`src/sv/actr_fifo.sv`:
```
// small show-ahead queue built from registers
// depends on nothing; DEPTH must be a power of two
module actr_fifo #(
  parameter int WIDTH = 8,
  parameter int DEPTH = 2
) (
  input  logic             clk,
  input  logic             rst_n,
  input  logic             push,
  input  logic [WIDTH-1:0] din,
  input  logic             pop,
  output logic [WIDTH-1:0] dout,
  output logic             full,
  output logic             empty
);
  localparam int AW = (DEPTH > 1) ? $clog2(DEPTH) : 1;

  logic [WIDTH-1:0] mem_r [DEPTH];
  logic [AW-1:0]    wr_r, wr_nxt, rd_r, rd_nxt;
  logic [AW:0]      cnt_r, cnt_nxt;
  logic             do_push, do_pop;

  assign full    = (cnt_r == AW'(0) + (AW+1)'(DEPTH));
  assign empty   = (cnt_r == '0);
  assign do_push = push && !full;
  assign do_pop  = pop && !empty;
  assign dout    = mem_r[rd_r];

  // pointer and fill count update
  always_comb begin
    wr_nxt  = do_push ? wr_r + AW'(1) : wr_r;
    rd_nxt  = do_pop ? rd_r + AW'(1) : rd_r;
    cnt_nxt = cnt_r + (AW+1)'(do_push) - (AW+1)'(do_pop);
  end

  always_ff @(posedge clk) begin
    if (!rst_n) begin
      wr_r  <= '0;
      rd_r  <= '0;
      cnt_r <= '0;
    end else begin
      wr_r  <= wr_nxt;
      rd_r  <= rd_nxt;
      cnt_r <= cnt_nxt;
    end
  end

  // storage
  always_ff @(posedge clk) begin
    if (do_push) begin
      mem_r[wr_r] <= din;
    end
  end
endmodule

```
`config.mk`:
```
export PLATFORM = sky130hd
export DESIGN_NAME = actr_fifo
export DESIGN_NICKNAME = d
export VERILOG_FILES = /design/src/sv/actr_fifo.sv
export SDC_FILE = /design/constraint.sdc
export NUM_CORES = 1
export LEC_CHECK = 0
export ABC_AREA = 1
export BUFFER_PORTS_ARGS = -buffer_cell sky130_fd_sc_hd__buf_4
export CELL_PAD_IN_SITES_DETAIL_PLACEMENT = 1
export CELL_PAD_IN_SITES_GLOBAL_PLACEMENT = 1
export CORE_AREA = 3 3 49 51
export DETAILED_ROUTE_END_ITERATION = 6
export DIE_AREA = 0 0 52 54
export GPL_ROUTABILITY_DRIVEN = 0
export PLACE_DENSITY = 0.79
export SYNTH_ARGS = -nofsm -noshare
export SYNTH_HDL_FRONTEND = slang
export SYNTH_SLANG_ARGS = --single-unit
```
`constraint.sdc`:
```
create_clock -name clk -period 2.6 [get_ports clk]
set_input_delay 0 -clock clk [delete_from_list [all_inputs] [get_ports clk]]
set_output_delay 0 -clock clk [all_outputs]
set_load 0.01 [all_outputs]
```
# Word level (Yosys, flattened, before mapping)

Memory sizes are Yosys's and may differ from the RTL's. A register that Yosys moved wholly into a read port is not among the register bits.
Index checks and enable logic that the tools add are counted.

Register bits after elaboration: 4
Memory bits (writable): 16
Input bits: 12
Output and inout bits: 10
Word-level logic and storage cells: 18
Memories: 1

Add/subtract/negate cells: 4
Eq/ne operators: 1
Mux-type cells: 4
Reduce and logical (&&, ||, !) cells: 5

Memories:

| memory | words | width | read ports | clocked after Yosys merged registers in | write ports | RTL line | source |
|---|---|---|---|---|---|---|---|
| mem_r  | 2     | 8     | 1          | 1                                       | 1           | 18       | `logic [WIDTH-1:0] mem_r [DEPTH];` |

Operator list:

| operator            | count |
|---|---|
| $mux 1              | 4 |
| $add 1x1->1 const B | 2 |
| $add 2x1->2         | 1 |
| $eq 2x2->1 const B  | 1 |
| $logic_and 1x1->1   | 2 |
| $logic_not 1->1     | 2 |
| $logic_not 2->1     | 1 |
| $sub 2x1->2         | 1 |

# Logic depth before layout (Yosys ltp)

Gate-level depths: netlist of run 1.

Depth after elaboration: 5
Depth in mapped cells: 11
Mapped depth without buffers: 11

# Worst setup path after synthesis of run 1

Ideal clock, no wire load.

Kind: reg-to-reg
From: register cnt_r[0]
To: register cnt_r[1]
Setup time: 0.115 ns
Arrival: 1.308 ns
Required time: 2.485 ns
Setup slack: 1.177 ns
Cell stages (with the launch flop): 11
Path buffers: 0
Period minus slack after synthesis: 1.423 ns
Cell sequence: dfxtp_1 -> inv_1 -> nand2_1 -> nand2_1 -> ha_1 -> inv_1 -> ha_1 -> inv_1 -> nand2_1 -> a21oi_1 -> nor2_1

Cells in the longest elaborated chain, start to end: 5
Elaborated cells between the ends (all ways): 8
Those cells by class: 2 x add/sub; 1 x eq/ne; 5 x reduce/logical

Ends and longest elaborated chain:

| item                     | RTL line | source |
|---|---|---|
| start: declaration       | 20       | `logic [AW:0] cnt_r, cnt_nxt;` |
| start signal: assignment | 44       | `cnt_r <= cnt_nxt;` |
| $eq 2x2->1               | 23       | `assign full = (cnt_r == AW'(0) + (AW+1)'(DEPTH));` |
| $logic_not 1->1          | 25       | `assign do_push = push && !full;` |
| $logic_and 1x1->1        | 25       |  |
| $add 2x1->2              | 33       | `cnt_nxt = cnt_r + (AW+1)'(do_push) - (AW+1)'(do_pop);` |
| $sub 2x1->2 (*)          | 33       |  |

Mark *: on every way between the ends. The rest lies on a longest branch, timed or not.
A chain may end at the register's enable or synchronous reset.

# Final worst setup path of run 1

Same ends and word-level chain as after synthesis.

==> impl_metrics.tcl, run 1 <==
set metrics [dict create \
    status "completed" \
    yosysSeqAreaShare_pct 67.1 \
    worstPathArrival_ps 1780 \
    cts_made_buffers 3 \
    path_class "reg -> reg" \
    yosysTopAreaCell "edfxtp_1" \
    whs_ps 30.7 \
    num_vias 553 \
    fin_crit_ps 1580 \
    cp_top_family "adder cells" \
    cts_root_buf "clkbuf_4" \
    hold_path_class "in -> reg" \
    syn-instance-count 63 \
    critical_path_required_ps 2800 \
    vias_per_cell 4.46 \
    final-hold-violation-count 0 \
    clk_path_buf_depth 2 \
    grt.overflow.total 0 \
    cts.sinks 21 \
    grt_max_degree 12 \
    critical_path.max_fanout 4 \
    ios 22 \
    clk_pin_slew_worst_paths_ps 120 \
    dp_hpwl_mm 1.30 \
    dieHeight_um 54 \
    layout.cells.non_filler 124 \
    peakVddDrop_mv 0.556 \
    antenna_cells 0 \
    post-cts-setup-buffer-count 0 \
    totalPowerFinal_mw 0.997 \
    dieArea_sq_um 2810 \
    finalSetupViolCount 0 \
    fin_ws_ps 1020 \
    fin_skew_ps 9.57 \
    cts_resized 0 \
    place_inst 110 \
    postRouteAntennaNets 0 \
    nets 112 \
    track_usage_pct 13.9 \
    yosys.area.top_type_share_pct 55.6 \
    grt_first_pass_wirelength_mm 2.77 \
    rsz0062_at_grt "no" \
    start_util_pct 43.6 \
    synth_nets 77 \
    max_freq_mhz 634 \
    grt_pass1_vias 620 \
    io_buffers 21 \
    p_leak_nw 0.516 \
    crit_chain "inv_1 -> nand2_1 -> nand2_1 -> ha_1 -> inv_1 -> ha_1 -> inv_1 -> nand2_1 -> a21oi_1 -> nor2_1" \
    postSynthAreaPerCell_sq_um 13.7 \
    maxCapViolCount 0 \
    drt-pass1-iter-count 2 \
    synthDistinctLibCells 11 \
    synth_area_sq_um 865 \
    slowest_delay_ps 390 \
    n_fill_cell 202 \
    syn_to_final_growth_pct 35.5 \
    clkLatencyLatePin_ps 290 \
    cts-htree-levels 1 \
    endpoint_kind "flip-flop" \
    ys_warn_count 0 \
    crit_slowest_cell "dfxtp_1" \
    worstSetupStartpointType "flip-flop" \
    tns_ps 0 \
    final_layout_size_suffix_gt1_share_pct 35.1 \
    synth_area_leaders "edfxtp_1 56%, mux2_4 14%, dfxtp_1 12%, inv_1 3.9%, nand2_1 3.9%" \
    p_per_area_nw_per_um2 851 \
    max_slew_margin_pct 54.2 \
    rows 16 \
    coreArea_sq_um 1980 \
    worstMarginPinSlew_ps 684 \
    drt-initial-drc-count 2 \
    synth_seq_cells 21 \
    cts_tree "built" \
    drc 0 \
    worst-path-buf-inv 3 \
    pre_cts_ws_ps 1020 \
    die_w_um 52 \
    finalCritPeriodShare_pct 60.7 \
    wl_per_cell_um 13.4 \
    drv_slew 0 \
    antenna_found_initial 0 \
    routed_wl_mm 1.66 \
]
## cell usage after synthesis
| library cell | number |
|---|---|
| a21oi_1 | 2 |
| edfxtp_1 | 16 |
| dfxtp_1 | 5 |
| ha_1 | 2 |
| inv_1 | 9 |
| nand2_1 | 9 |
| mux2_4 | 8 |
| nor2_1 | 6 |
| buf_6 | 1 |
| nand3_1 | 3 |
| nor2_2 | 2 |
## cell usage in the layout, fill, tap and decap left out
master,n
clkbuf_1,1
mux2_4,8
nor2_1,6
clkbuf_4,3
ha_1,2
buf_4,21
nand3_1,3
nand2_1,9
inv_1,9
nor2_2,2
edfxtp_1,16
a21oi_1,2
dfxtp_1,5
dlygate4sd3_1,10
## tightest hold or removal path: cells and delay by family
family	cells	cell delay, ps
and+or+nand+nor	3	200
buffers and inverters	1	90
## where the power goes
part	leakage [nW]	switching, mW	internal, mW	total, mW
clock	0.0150	0.0909	0.0595	0.150
sequential	0.191	0.0497	0.432	0.482
combinational	0.310	0.169	0.195	0.365
## per-layer routing
layer  vias up  global-route usage (%)  part of all wire (%)
met1       258                    13.3                    37
met4         0                    4.80                   1.0
met3         2                    3.32                   2.6
met5         -                       0                     0
met2        13                    28.2                    59
li1        280                       -                     -
## cells by family after synthesis
kind of cell / share of synthesized area (%)
multiplexers: 13.9
flip-flops: 67.1
adder cells (fa/ha/maj): 2.89
AND/OR/NAND/NOR: 9.69
AO/OA/AOI/OAI: 1.16
buffers and inverters: 5.21
## worst paths after layout
check / from / endpoint / slack, ps / cells past startpoint
setup / recovery: cnt_r[0] / cnt_r[1] / 1020 / 10
hold / removal: pop / flip-flop / 30 / 4
setup reg to reg: cnt_r[0] / cnt_r[1] / 1020 / 10
hold reg to reg: rd_r / flip-flop / 530 / 2
## cell type report
class                           instances  area, sq um  share of cell area [%]
Multi-Input combinational cell         32          239                    20.4
Tap cell                               27         33.8                    2.88
Inverter                                9         33.8                    2.88
Sequential cell                        21          581                    49.6
Timing Repair Buffer                   31          258                    22.0
Clock buffer                            4         26.3                    2.24
## flip-flops by register name (all words and copies together), names as in the netlist, named ones only
| signal | cells |
|---|---|
| wr_r | 1 |
| cnt_r | 2 |
| rd_r | 1 |
| mem_r | 16 |
## per-stage QoR
step | instance area, sq um | util [%]
3_5_place_dp | 1040 | 52.7
6_report | 1170 | 59.1
4_1_cts | 1170 | 59.1
3_3_place_gp | 1040 | 52.7
5_1_grt | 1170 | 59.1
2_1_floorplan | 865 | -
## repair_timing
| item | CTS | global route |
|---|---|---|
| hold endpoints to repair | 20 | 0 |
| hold buffers | 10 | 0 |
| setup endpoints to repair | 0 | 0 |
(Power assumes the default switching activity.)
==> run 2, diff against run 1 <==
Settings changed: CORE_AREA 3 3 49 51 to 3 3 51 53, DIE_AREA 0 0 52 54 to 0 0 54 56, PLACE_DENSITY 0.79 to 0.73.
Clock period 2.6 ns to 1.63 ns, I/O delays scaled along.
==> run 2 against run 1 <==
  * First-iteration DRC count rose to 2.5 times the previous value
  * Global-route usage fell by 1.9 points
  * Fmax rose by 6.0%
  * Sequential power rose by 60%
  * Die area rose by 7.7%
  * Routed wire length fell by 3.8%
  * Largest cell class unchanged
  * Highest routed layer unchanged
==> impl_metrics.tcl, run 2 (synthesis gave the netlist of run 1 again) <==
set metrics [dict create \
    status "completed" \
    place_inst 112 \
    regMostFlops "mem_r" \
    max_slew_margin_pct 65.8 \
    endpoint_kind "flip-flop" \
    track_usage_pct 11.9 \
    rr_startpoint "cnt_r[0]" \
    rr_endpoint "cnt_r[1]" \
    drv_slew 0 \
    p_leak_nw 0.522 \
    slowest_delay_ps 360 \
    dr_wl_met2_um 926 \
    final-hold-violation-count 0 \
    pre_cts_ws_ps 37.6 \
    grt.overflow.total 0 \
    rows 17 \
    critical_path_required_ps 1820 \
    grt_pass1_vias 591 \
    num_vias 570 \
    antenna_cells 0 \
    drc 0 \
    fin_skew_ps 3.43 \
    worstPathArrival_ps 1680 \
    fin_ws_ps 141 \
    top_layer "met4" \
    crit_slowest_cell "dfxtp_2" \
    rr_worst_depth 11 \
    grt_first_pass_wirelength_mm 2.55 \
    tns_ps 0 \
    cts.sinks 21 \
    dp_hpwl_mm 1.13 \
    mostFrequentLayoutCell "buf_4" \
    rsz0062_at_grt "no" \
    top_regs "mem_r: 16 flops, cnt_r: 2 flops" \
    post-cts-setup-buffer-count 0 \
    finalCritPeriodShare_pct 91.4 \
    grt_max_degree 12 \
    cts_tree "built" \
    max_freq_mhz 671 \
    p_per_area_nw_per_um2 1350 \
    worstSetupStartpointType "flip-flop" \
    vias_per_cell 4.52 \
    path_common_cell "inv_1" \
    largest_reg_flops 16 \
    drt-initial-drc-count 5 \
    die_w_um 54 \
    antenna_found_initial 0 \
    final_layout_size_suffix_gt1_share_pct 39.8 \
    clk_pin_slew_worst_paths_ps 100 \
    most-common-layout-cells "22 x buf_4, 16 x edfxtp_1, 10 x dlygate4sd3_1" \
    coreArea_sq_um 2190 \
    finalSetupViolCount 0 \
    cts-htree-levels 1 \
    layout.cells.non_filler 126 \
    wl_met1_um 604 \
    clkLatencyLatePin_ps 280 \
    nets 113 \
    crit_end "cnt_r[1]" \
    worstMarginPinSlew_ps 512 \
    clk_path_buf_depth 2 \
    cts_root_buf "clkbuf_4" \
    whs_ps 12.8 \
    syn_to_final_growth_pct 37.6 \
    wl_per_cell_um 12.7 \
    met3_length_um 57 \
    peakVddDrop_mv 0.615 \
    dieArea_sq_um 3020 \
    drt-pass1-iter-count 3 \
    hold_path_class "in -> reg" \
    start_util_pct 39.5 \
    crit_chain "inv_1 -> nand2_2 -> nand2_2 -> ha_1 -> inv_1 -> ha_1 -> inv_1 -> nand2_1 -> nand3_1 -> nand2_1 -> nor2_1" \
    critical_path.max_fanout 4 \
    maxCapViolCount 0 \
    dieHeight_um 56 \
    path_class "reg -> reg" \
    ios 22 \
    postRouteAntennaNets 0 \
    io_buffers 21 \
    cts_made_buffers 3 \
    fin_crit_ps 1490 \
    routed_wl_mm 1.60 \
    crit_start "cnt_r[0]" \
    rrSetupSlack_ps 140 \
]
[run 2: changes by cell type in the layout (fill, tap and decap cells not counted)]
cell,before,now
a21oi_1,2,1
dfxtp_2,0,1
nand2_2,0,2
nand2_1,9,7
buf_4,21,22
a21oi_2,0,1
dfxtp_1,5,4
[run 2: per-stage QoR]
| stage | utilization, % | total power [mW] | cell area, sq um |
|---|---|---|---|
| after floorplan | - | 1.13 | 865 |
| after global placement | 48.1 | 1.33 | 1050 |
| after detailed placement | 48.1 | 1.36 | 1050 |
| after CTS | 53.9 | 1.61 | 1180 |
| after global routing | 54.3 | 1.73 | 1190 |
| final | 54.3 | 1.61 | 1190 |
[run 2: metal layers]
layer / track usage, % / up-vias
met5: 0 / -
met1: 11.3 / 274
met3: 4.02 / 2
li1: - / 283
met2: 22.3 / 11
met4: 4.27 / 0
[run 2: timing repair]
| action | CTS | global route |
|---|---|---|
| gates resized for setup | 0 | 4 |
| setup endpoints to repair | 0 | 1 |
| hold buffers | 10 | 0 |
| endpoints found under the hold margin | 21 | 0 |
[run 2: worst max-delay path: cells and delay by family (launching register included)]
kind	cells	cell delay, ps
and+or+nand+nor	6	440
buffers and inverters	3	170
adders and majority gates	2	420
DFF	1	360
[run 2: worst min-delay path by stage]
stage	end	cells after the start	slack (ps)	from
5_1_grt	flip-flop	4	30	pop
4_1_cts	flip-flop	4	10	pop
3_5_place_dp	mem_r[0][1]	1	190	din[1]
3_3_place_gp	mem_r[0][5]	1	190	din[5]
6_report	flip-flop	4	10	pop
2_1_floorplan	cnt_r[0]	2	90	rst_n
[run 2: power breakdown]
part           internal, mW  switching (mW)  total, mW  leakage, nW
Sequential            0.691          0.0786      0.770        0.191
Combinational         0.325           0.283      0.607        0.316
Clock                0.0949           0.134      0.229       0.0150
Total                  1.11           0.495       1.61        0.522
[run 2: layout make-up]
cell class                      count  area, sq um
Fill cell                         227         1000
Multi-Input combinational cell     32          248
Clock buffer                        4         26.3
Tap cell                           28         35.0
Inverter                            9         33.8
Timing Repair Buffer               32          265
Sequential cell                    21          582
