[config.mk]
export PLATFORM = sky130hd
export DESIGN_NAME = actr_keyexp
export DESIGN_NICKNAME = d
export VERILOG_FILES = /design/src/sv/actr_pkg.sv /design/src/sv/actr_keyexp.sv
export SDC_FILE = /design/constraint.sdc
export NUM_CORES = 2
export LEC_CHECK = 0
export ABC_AREA = 1
export BUFFER_PORTS_ARGS = -buffer_cell sky130_fd_sc_hd__clkbuf_2
export CORE_AREA = 2 2 603 605
export CTS_CLUSTER_DIAMETER = 50
export CTS_CLUSTER_SIZE = 24
export DETAILED_ROUTE_END_ITERATION = 10
export DIE_AREA = 0 0 605 607
export PLACE_DENSITY = 0.45
export SLEW_MARGIN = 40
export SYNTH_ARGS = -nofsm -noshare
export SYNTH_HDL_FRONTEND = slang
export SYNTH_SLANG_ARGS = --single-unit
[constraint.sdc]
create_clock -name clk -period 17.35 [get_ports clk]
set_input_delay 3.47 -clock clk [delete_from_list [all_inputs] [get_ports clk]]
set_output_delay 3.47 -clock clk [all_outputs]
set_load 0.05 [all_outputs]
[src/sv/actr_pkg.sv]
// shared types, constants and round functions for the aes-128 counter-mode block
// no dependencies
package actr_pkg;

  localparam int ACTR_ROUNDS = 10;

  // register map of the configuration port
  typedef enum logic [7:0] {
    REG_KEY_LOW  = 8'd0,
    REG_KEY_HIGH = 8'd1,
    REG_IV_LOW   = 8'd2,
    REG_IV_HIGH  = 8'd3
  } actr_reg_t;

  localparam logic [7:0] ACTR_RCON0 = 8'h01;
  localparam logic [7:0] ACTR_POLY  = 8'h1B;
  localparam logic [4:0] ACTR_FULL_BLOCK = 5'd16;

  // item handed from front to back
  typedef struct packed {
    logic [127:0] ctr;
    logic [127:0] data;
    logic [15:0]  mask;
    logic [4:0]   nbytes;
  } actr_item_t;

  // finished result beat
  typedef struct packed {
    logic [63:0] high;
    logic [63:0] low;
    logic [4:0]  nbytes;
  } actr_res_t;

  localparam logic [7:0] ACTR_SBOX [256] = '{
    8'h63,8'h7c,8'h77,8'h7b,8'hf2,8'h6b,8'h6f,8'hc5,8'h30,8'h01,8'h67,8'h2b,8'hfe,8'hd7,8'hab,8'h76,
    8'hca,8'h82,8'hc9,8'h7d,8'hfa,8'h59,8'h47,8'hf0,8'had,8'hd4,8'ha2,8'haf,8'h9c,8'ha4,8'h72,8'hc0,
    8'hb7,8'hfd,8'h93,8'h26,8'h36,8'h3f,8'hf7,8'hcc,8'h34,8'ha5,8'he5,8'hf1,8'h71,8'hd8,8'h31,8'h15,
    8'h04,8'hc7,8'h23,8'hc3,8'h18,8'h96,8'h05,8'h9a,8'h07,8'h12,8'h80,8'he2,8'heb,8'h27,8'hb2,8'h75,
    8'h09,8'h83,8'h2c,8'h1a,8'h1b,8'h6e,8'h5a,8'ha0,8'h52,8'h3b,8'hd6,8'hb3,8'h29,8'he3,8'h2f,8'h84,
    8'h53,8'hd1,8'h00,8'hed,8'h20,8'hfc,8'hb1,8'h5b,8'h6a,8'hcb,8'hbe,8'h39,8'h4a,8'h4c,8'h58,8'hcf,
    8'hd0,8'hef,8'haa,8'hfb,8'h43,8'h4d,8'h33,8'h85,8'h45,8'hf9,8'h02,8'h7f,8'h50,8'h3c,8'h9f,8'ha8,
    8'h51,8'ha3,8'h40,8'h8f,8'h92,8'h9d,8'h38,8'hf5,8'hbc,8'hb6,8'hda,8'h21,8'h10,8'hff,8'hf3,8'hd2,
    8'hcd,8'h0c,8'h13,8'hec,8'h5f,8'h97,8'h44,8'h17,8'hc4,8'ha7,8'h7e,8'h3d,8'h64,8'h5d,8'h19,8'h73,
    8'h60,8'h81,8'h4f,8'hdc,8'h22,8'h2a,8'h90,8'h88,8'h46,8'hee,8'hb8,8'h14,8'hde,8'h5e,8'h0b,8'hdb,
    8'he0,8'h32,8'h3a,8'h0a,8'h49,8'h06,8'h24,8'h5c,8'hc2,8'hd3,8'hac,8'h62,8'h91,8'h95,8'he4,8'h79,
    8'he7,8'hc8,8'h37,8'h6d,8'h8d,8'hd5,8'h4e,8'ha9,8'h6c,8'h56,8'hf4,8'hea,8'h65,8'h7a,8'hae,8'h08,
    8'hba,8'h78,8'h25,8'h2e,8'h1c,8'ha6,8'hb4,8'hc6,8'he8,8'hdd,8'h74,8'h1f,8'h4b,8'hbd,8'h8b,8'h8a,
    8'h70,8'h3e,8'hb5,8'h66,8'h48,8'h03,8'hf6,8'h0e,8'h61,8'h35,8'h57,8'hb9,8'h86,8'hc1,8'h1d,8'h9e,
    8'he1,8'hf8,8'h98,8'h11,8'h69,8'hd9,8'h8e,8'h94,8'h9b,8'h1e,8'h87,8'he9,8'hce,8'h55,8'h28,8'hdf,
    8'h8c,8'ha1,8'h89,8'h0d,8'hbf,8'he6,8'h42,8'h68,8'h41,8'h99,8'h2d,8'h0f,8'hb0,8'h54,8'hbb,8'h16
  };

  function automatic logic [7:0] actr_xtime(input logic [7:0] b);
    actr_xtime = {b[6:0], 1'b0} ^ (b[7] ? ACTR_POLY : 8'h00);
  endfunction

  // sub bytes and shift rows; byte i of the state sits in bits 8i+7:8i
  function automatic logic [127:0] actr_sub_shift(input logic [127:0] s);
    logic [127:0] o;
    o = '0;
    for (int c = 0; c < 4; c++) begin
      for (int r = 0; r < 4; r++) begin
        o[8*(4*c+r) +: 8] = ACTR_SBOX[s[8*(4*((c+r)%4)+r) +: 8]];
      end
    end
    actr_sub_shift = o;
  endfunction

  function automatic logic [127:0] actr_mix(input logic [127:0] s);
    logic [127:0] o;
    logic [7:0] a0, a1, a2, a3, all;
    o = '0;
    for (int c = 0; c < 4; c++) begin
      a0  = s[32*c +: 8];
      a1  = s[32*c+8 +: 8];
      a2  = s[32*c+16 +: 8];
      a3  = s[32*c+24 +: 8];
      all = a0 ^ a1 ^ a2 ^ a3;
      o[32*c +: 8]    = a0 ^ all ^ actr_xtime(a0 ^ a1);
      o[32*c+8 +: 8]  = a1 ^ all ^ actr_xtime(a1 ^ a2);
      o[32*c+16 +: 8] = a2 ^ all ^ actr_xtime(a2 ^ a3);
      o[32*c+24 +: 8] = a3 ^ all ^ actr_xtime(a3 ^ a0);
    end
    actr_mix = o;
  endfunction

  // next round key from the previous one
  function automatic logic [127:0] actr_key_next(input logic [127:0] k,
                                                 input logic [7:0] rcon);
    logic [31:0] t;
    logic [127:0] o;
    t = {ACTR_SBOX[k[103:96]], ACTR_SBOX[k[127:120]],
         ACTR_SBOX[k[119:112]], ACTR_SBOX[k[111:104]] ^ rcon};
    o[31:0]   = k[31:0] ^ t;
    o[63:32]  = k[63:32] ^ o[31:0];
    o[95:64]  = k[95:64] ^ o[63:32];
    o[127:96] = k[127:96] ^ o[95:64];
    actr_key_next = o;
  endfunction

endpackage

[src/sv/actr_keyexp.sv]
// round key expansion, one round key per cycle after any key write or reset
// depends on actr_pkg
module actr_keyexp
  import actr_pkg::*;
#(
  parameter int ROUNDS = ACTR_ROUNDS
) (
  input  logic                      clk,
  input  logic                      rst_n,
  input  logic                      key_wr,
  input  logic [127:0]              key,
  output logic [ROUNDS:0][127:0]    rk,
  output logic                      kready
);
  localparam int CW = $clog2(ROUNDS + 1);

  logic [127:0]  rk_r [ROUNDS+1];
  logic [127:0]  prev_r, prev_nxt, knext;
  logic [7:0]    rcon_r, rcon_nxt;
  logic [CW-1:0] cnt_r, cnt_nxt;
  logic          kready_r, kready_nxt, wr_en;

  assign knext  = actr_key_next(prev_r, rcon_r);
  assign kready = kready_r;

  always_comb begin
    for (int i = 0; i <= ROUNDS; i++) begin
      rk[i] = rk_r[i];
    end
  end

  // expansion sequencer
  always_comb begin
    kready_nxt = kready_r;
    cnt_nxt    = cnt_r;
    prev_nxt   = prev_r;
    rcon_nxt   = rcon_r;
    wr_en      = 1'b0;
    if (key_wr) begin
      kready_nxt = 1'b0;
      cnt_nxt    = '0;
    end else if (!kready_r) begin
      wr_en = 1'b1;
      if (cnt_r == '0) begin
        prev_nxt = key;
        rcon_nxt = ACTR_RCON0;
        cnt_nxt  = CW'(1);
      end else begin
        prev_nxt = knext;
        rcon_nxt = actr_xtime(rcon_r);
        if (cnt_r == CW'(ROUNDS)) begin
          kready_nxt = 1'b1;
        end else begin
          cnt_nxt = cnt_r + CW'(1);
        end
      end
    end
  end

  always_ff @(posedge clk) begin
    if (!rst_n) begin
      kready_r <= 1'b0;
      cnt_r    <= '0;
    end else begin
      kready_r <= kready_nxt;
      cnt_r    <= cnt_nxt;
    end
  end

  // key schedule storage
  always_ff @(posedge clk) begin
    prev_r <= prev_nxt;
    rcon_r <= rcon_nxt;
    if (wr_en) begin
      rk_r[cnt_r] <= prev_nxt;
    end
  end
endmodule

# Word level (Yosys, flattened, before mapping)
# Memories as Yosys holds them, arrays and structs flattened.
# Index checks and enable logic that the tools add are counted.
[op_classes] addsub=1 n_lt_le_gt_ge=4 n_eq_ne=2 muxes=21 bitwise=13 n_reduce_logical=4
[op_table] cell="two-way mux 128 bit" n=3
[op_table] cell="bitwise XOR 32 bit" n=4
[op_table] cell="two-way mux 8 bit" n=8
[op_table] cell="greater-or-equal comparator 9 bit, second input constant" n=4
[op_table] cell="inverter 8 -> 9 bit" n=4
[op_table] cell="two-way mux 4 bit" n=2
[op_table] cell="bitwise XOR 8 x 5 -> 8 bit" n=1
[op_table] cell="bitwise XOR 8 bit" n=1
[op_table] cell="two-way mux 1 bit" n=7
[op_table] cell="two-way mux 5 bit" n=1
[op_table] cell="adder 4 x 1 -> 4 bit, second input constant" n=1
[op_table] cell="equality test 4 bit, second input constant" n=1
[op_table] cell="zero test 4 bit" n=1
[op_table] cell="AND reduction 2 bit" n=2
[op_table] cell="inverter 1 bit" n=3
[op_table] cell="inequality test 2 bit, second input constant" n=1
[op_table] cell="OR reduction 2 bit" n=1
[totals] register_bits=141 ram_bits=1408 rom_bits=8192 out_inout_bits=1409 n_memories=5
[mem_list] memory="(name not given)" depth=256 word_bits=8 rd=1 rd_ports_with_merged_regs=0 write_ports=0 line="actr_pkg.sv:93" rtl="ACTR_SBOX[k[119:112]], ACTR_SBOX[k[111:104]] ^ rcon};"
[mem_list] memory="(name not given)" depth=256 word_bits=8 rd=1 rd_ports_with_merged_regs=0 write_ports=0 line="actr_pkg.sv:93"
[mem_list] memory="(name not given)" depth=256 word_bits=8 rd=1 rd_ports_with_merged_regs=0 write_ports=0 line="actr_pkg.sv:92" rtl="t = {ACTR_SBOX[k[103:96]], ACTR_SBOX[k[127:120]],"
[mem_list] memory="(name not given)" depth=256 word_bits=8 rd=1 rd_ports_with_merged_regs=0 write_ports=0 line="actr_pkg.sv:92"
[mem_list] memory="rk_r" depth=11 word_bits=128 rd=11 rd_ports_with_merged_regs=0 write_ports=1 line="actr_keyexp.sv:17" rtl="logic [127:0] rk_r [ROUNDS+1];"

# Longest topological paths before layout
[logic_depth] ltp_word=12 mapped_depth=25

# Worst setup path before layout
# OpenSTA, ideal clock, no wires.
[synth_timing] kind="input-to-reg" start="in key_wr" end="mem rk_r[1][0], enable pin" setup_time_ps=772 arrival_time_ps=13165 required_ps=16578 path_slack_ps=3413 stages=6 cell_sequence="nor2_1 > inv_1 > clkbuf_1 > clkbuf_1 > buf_1 > nor3_1"
[synth_via] elab_chain_cells=3
[synth_rtl] item="start, declared" line="actr_keyexp.sv:10" rtl="input logic key_wr,"
[synth_rtl] item="two-way mux 1 bit" line="actr_keyexp.sv:39" rtl="if (key_wr) begin"
[synth_rtl] item="two-way mux 1 bit" line="actr_keyexp.sv:74" rtl="if (wr_en) begin"
[synth_rtl] item="two-way mux 1 bit (not written as such)" line="actr_keyexp.sv:75" rtl="rk_r[cnt_r] <= prev_nxt;"
[synth_rtl] item="end, declared" line="actr_keyexp.sv:17"
# Every way passes these cells.

# Worst setup path after layout
[layout_timing] start="in key_wr" end="mem rk_r[6][59], data pin"
[layout_via] elab_chain_cells=1
[layout_rtl] item="two-way mux 128 bit" line="actr_keyexp.sv:39"
[layout_rtl] item="net prev_nxt[59]" line="actr_keyexp.sv:18" rtl="logic [127:0] prev_r, prev_nxt, knext;"
# The timed path passes the listed nets, and every way through them passes these cells.

==> flow_metrics.py <==
metrics = {
    "power_and_ir_drop": {
        "p_per_area_mw_per_mm2": 141.1,
        "pwr-share-clk_pct": 37.8,
        "power_frac_comb_pct": 24.0,
        "intPower_w": 0.007423,
        "leakage_nw": 33.22,
        "vdd_drop_max_uv": 87.01,
        "switchingPower_w": 0.004315,
        "pwr-share-seq_pct": 38.2,
        "swShare_pct": 36.76,
    },
    "timing": {
        "slew_violations": 0,
        "rsz0062_at_grt": "false",
        "setup-violations-final": 0,
        "holdWs_ps": 537.1,
        "setup_tns_ps": 0,
        "timing.fmax_mhz": 161.6,
        "period_needed_ps": 6190,
        "final.setup_skew_ps": 96.51,
        "tightest_slew_ps": 864.9,
        "hold_viol_final": 0,
        "min_period_over_period_pct": 35.68,
        "slew_headroom_pct": 42.34,
    },
    "global_routing": {
        "grt_max_degree": 88,
        "grt_antenna_before_repair": 63,
        "grtUsageTotal_pct": 17.90,
        "grt_pass1_wl_mm": 451.1,
        "overflow": 0,
        "grt_pass1_vias": 48480,
    },
    "setup_path": {
        "start_kind": "input pin",
        "worstSetupPathType": "in2reg",
        "required_ps": 17940,
        "critPathArrivalTime_ps": 6780,
        "endpoint_kind": "flip-flop",
        "path_max_fanout": 50,
    },
    "drt": {
        "first_iter_violations": 5334,
        "firstDrtPassIters": 7,
        "dr_total_vias": 50730,
        "wl_per_cell_um": 29.46,
        "drc": 0,
        "ant_nets": 1,
        "vias_per_cell": 4.310,
        "wl_mm": 346.7,
    },
    "yosys": {
        "synthDistinctLibCells": 32,
        "synthTopCellsByArea": "edfxtp_1, nand3_1, nand2_1",
        "syn_nets": 5356,
        "ys_seq_area_share_pct": 72.99,
        "synth_warnings": 0,
        "yosysMostFrequentCell": "edfxtp_1",
        "synth_top_cell_area_share_pct": 68.69,
        "syn_area_mm2": 0.06191,
        "synthArstFlopShare_pct": 0,
        "synth_edf_count": 1416,
        "syn_inst": 5161,
        "synth_seq_cells": 1549,
        "syn_avg_cell_area_um2": 12.00,
        "yosysTopAreaCell": "edfxtp_1",
        "yosys-top-cells-count": "edfxtp_1, nand2_1, nand3_1, inv_1, nor2_1",
        "synthFlopType": "edfxtp_1",
    },
    "die": {
        "die_w_um": 605,
        "die_area_mm2": 0.3672,
        "start_util_pct": 17.16,
        "core_mm2": 0.3609,
        "die_h_um": 607,
        "rows": 221,
        "io_pins": 1540,
    },
    "cells_and_area": {
        "drive_gt1_share_pct": 30.65,
        "fin_nets": 6961,
        "syn_to_final_growth_pct": 34.36,
    },
    "placement": {
        "routabilityCongestion": 0.9476,
        "dp_hpwl_mm": 255.9,
        "portBuffers": 1539,
    },
    "hold_path": {
        "hp-class": "reg2reg",
    },
    "status": {
        "status": "finished, violations left",
        "violations": "antenna rules",
    },
    "clock_tree": {
        "cts_sinks": 1549,
        "cts_htree_levels": 4,
        "clk_pin_slew_ps": 60,
        "cts_root_buffer": "clkbuf_16",
        "tritoncts": "done",
        "clk-insertion-delay-late_ps": 900,
        "cts_setup_buffers": 0,
        "cts_max_path_buffers": 4,
        "cts_hold_buffers": 0,
        "numCtsBuffers": 201,
        "cts_resized": 0,
    },
    "flow_run": {
        "cap_violations": 0,
    },
}
power by group through the flow:
| stage | Clock [W] | Combinational, W | Sequential, W |
|---|---|---|---|
| after CTS | 0.00454 | 0.00281 | 0.00449 |
| final | 0.00443 | 0.00282 | 0.00449 |
| after global placement | 0 | 0.00280 | 0.00457 |
| after floorplan | 0 | 0.00143 | 0.00471 |
| after detailed placement | 0 | 0.00280 | 0.00457 |
| after global routing | 0.00467 | 0.00303 | 0.00450 |
kinds of logic after synthesis:
family	share of synthesized area [%]
and+or+nand+nor	19.11
xor gates and xnor gates	0.1839
adders and majority gates	1.294
AOI/OAI and AO/OA	3.086
buffers and inverters	3.337
DFF	72.99
cell type report:
type | count | area (um2)
diodes | 40 | 100.1
clock buffers | 209 | 5111
clock inverters | 165 | 2102
fillers | 38590 | 277700
inverters | 251 | 955.9
multi-input cells | 3112 | 14980
flip-flops and latches | 1549 | 45190
well taps | 4794 | 5998
repair buffers | 1651 | 8740
cells in the final DEF (no fill, tap or decap), drive strengths merged, types with 9 or more instances in the layout:
cell type	instances
nand3	1174
nor2	178
a22oi	77
a21oi	116
edfxtp	1416
ha	64
diode	40
clkbuf	1748
nor3	9
inv	326
dfxtp	133
nand2	1292
buf	112
nand3b	23
bufinv	11
xor2	9
o21ai	117
o211ai	19
nand4	23
clkinv	65
clkinvlp	14
state kept, by name, indices dropped and copies added, names as in the netlist:
register	flops
kready	1
prev_r	128
cnt_r	4
rcon_r	8
rk_r	1408
through the flow:
stage / util, % / cell area [um2] / cells / worst slack, ps / total power [W]
4_1_cts: 22.99 / 82970 / 11730 / 10910 / 0.01184
5_1_grt: 23.03 / 83120 / 11750 / 10960 / 0.01221
6_report: 23.05 / 83180 / 11770 / 11160 / 0.01174
3_5_place_dp: 21.00 / 75760 / 11350 / 9952 / 0.007370
3_3_place_gp: 20.94 / 75550 / 11350 / 9951 / 0.007376
2_1_floorplan: - / 61910 / 5161 / 3413 / 0.006148
routing by layer:
metal | share of wire (%) | vias up | GRT usage (%)
met5 | 0.059 | - | 0
li1 | - | 21760 | -
met3 | 7.2 | 441 | 3.675
met4 | 3.2 | 32 | 5.670
met2 | 50 | 2601 | 30.91
met1 | 40 | 25900 | 22.26
path summary, 6_finish.rpt:
| kind | start | to | slack [ps] | cells past startpoint |
|---|---|---|---|---|
| worst min register to register | cnt_r[0]$_SDFFE_PP0P_ | cnt_r[0]$_SDFFE_PP0P_ | 540 | 1 |
| worst max register to register | prev_r[104]$_DFF_P_ | rk_r[10][99]$_DFFE_PP_ | 11610 | 19 |
| worst min-delay path | cnt_r[0]$_SDFFE_PP0P_ | cnt_r[0]$_SDFFE_PP0P_ | 540 | 1 |
| worst max-delay path | key_wr | rk_r[6][59]$_DFFE_PP_ | 11160 | 11 |
critical path, stage by stage:
cell and delay [ps]:
clkbuf_2 110, nor2_4 70, buf_4 230, inv_6 170, nor2_4 160, buf_4 270, buf_12 260, buf_4 510
buf_4 680, nand2_1 170, nand3_1 480
Note: power is estimated with default switching activity, not from simulation.
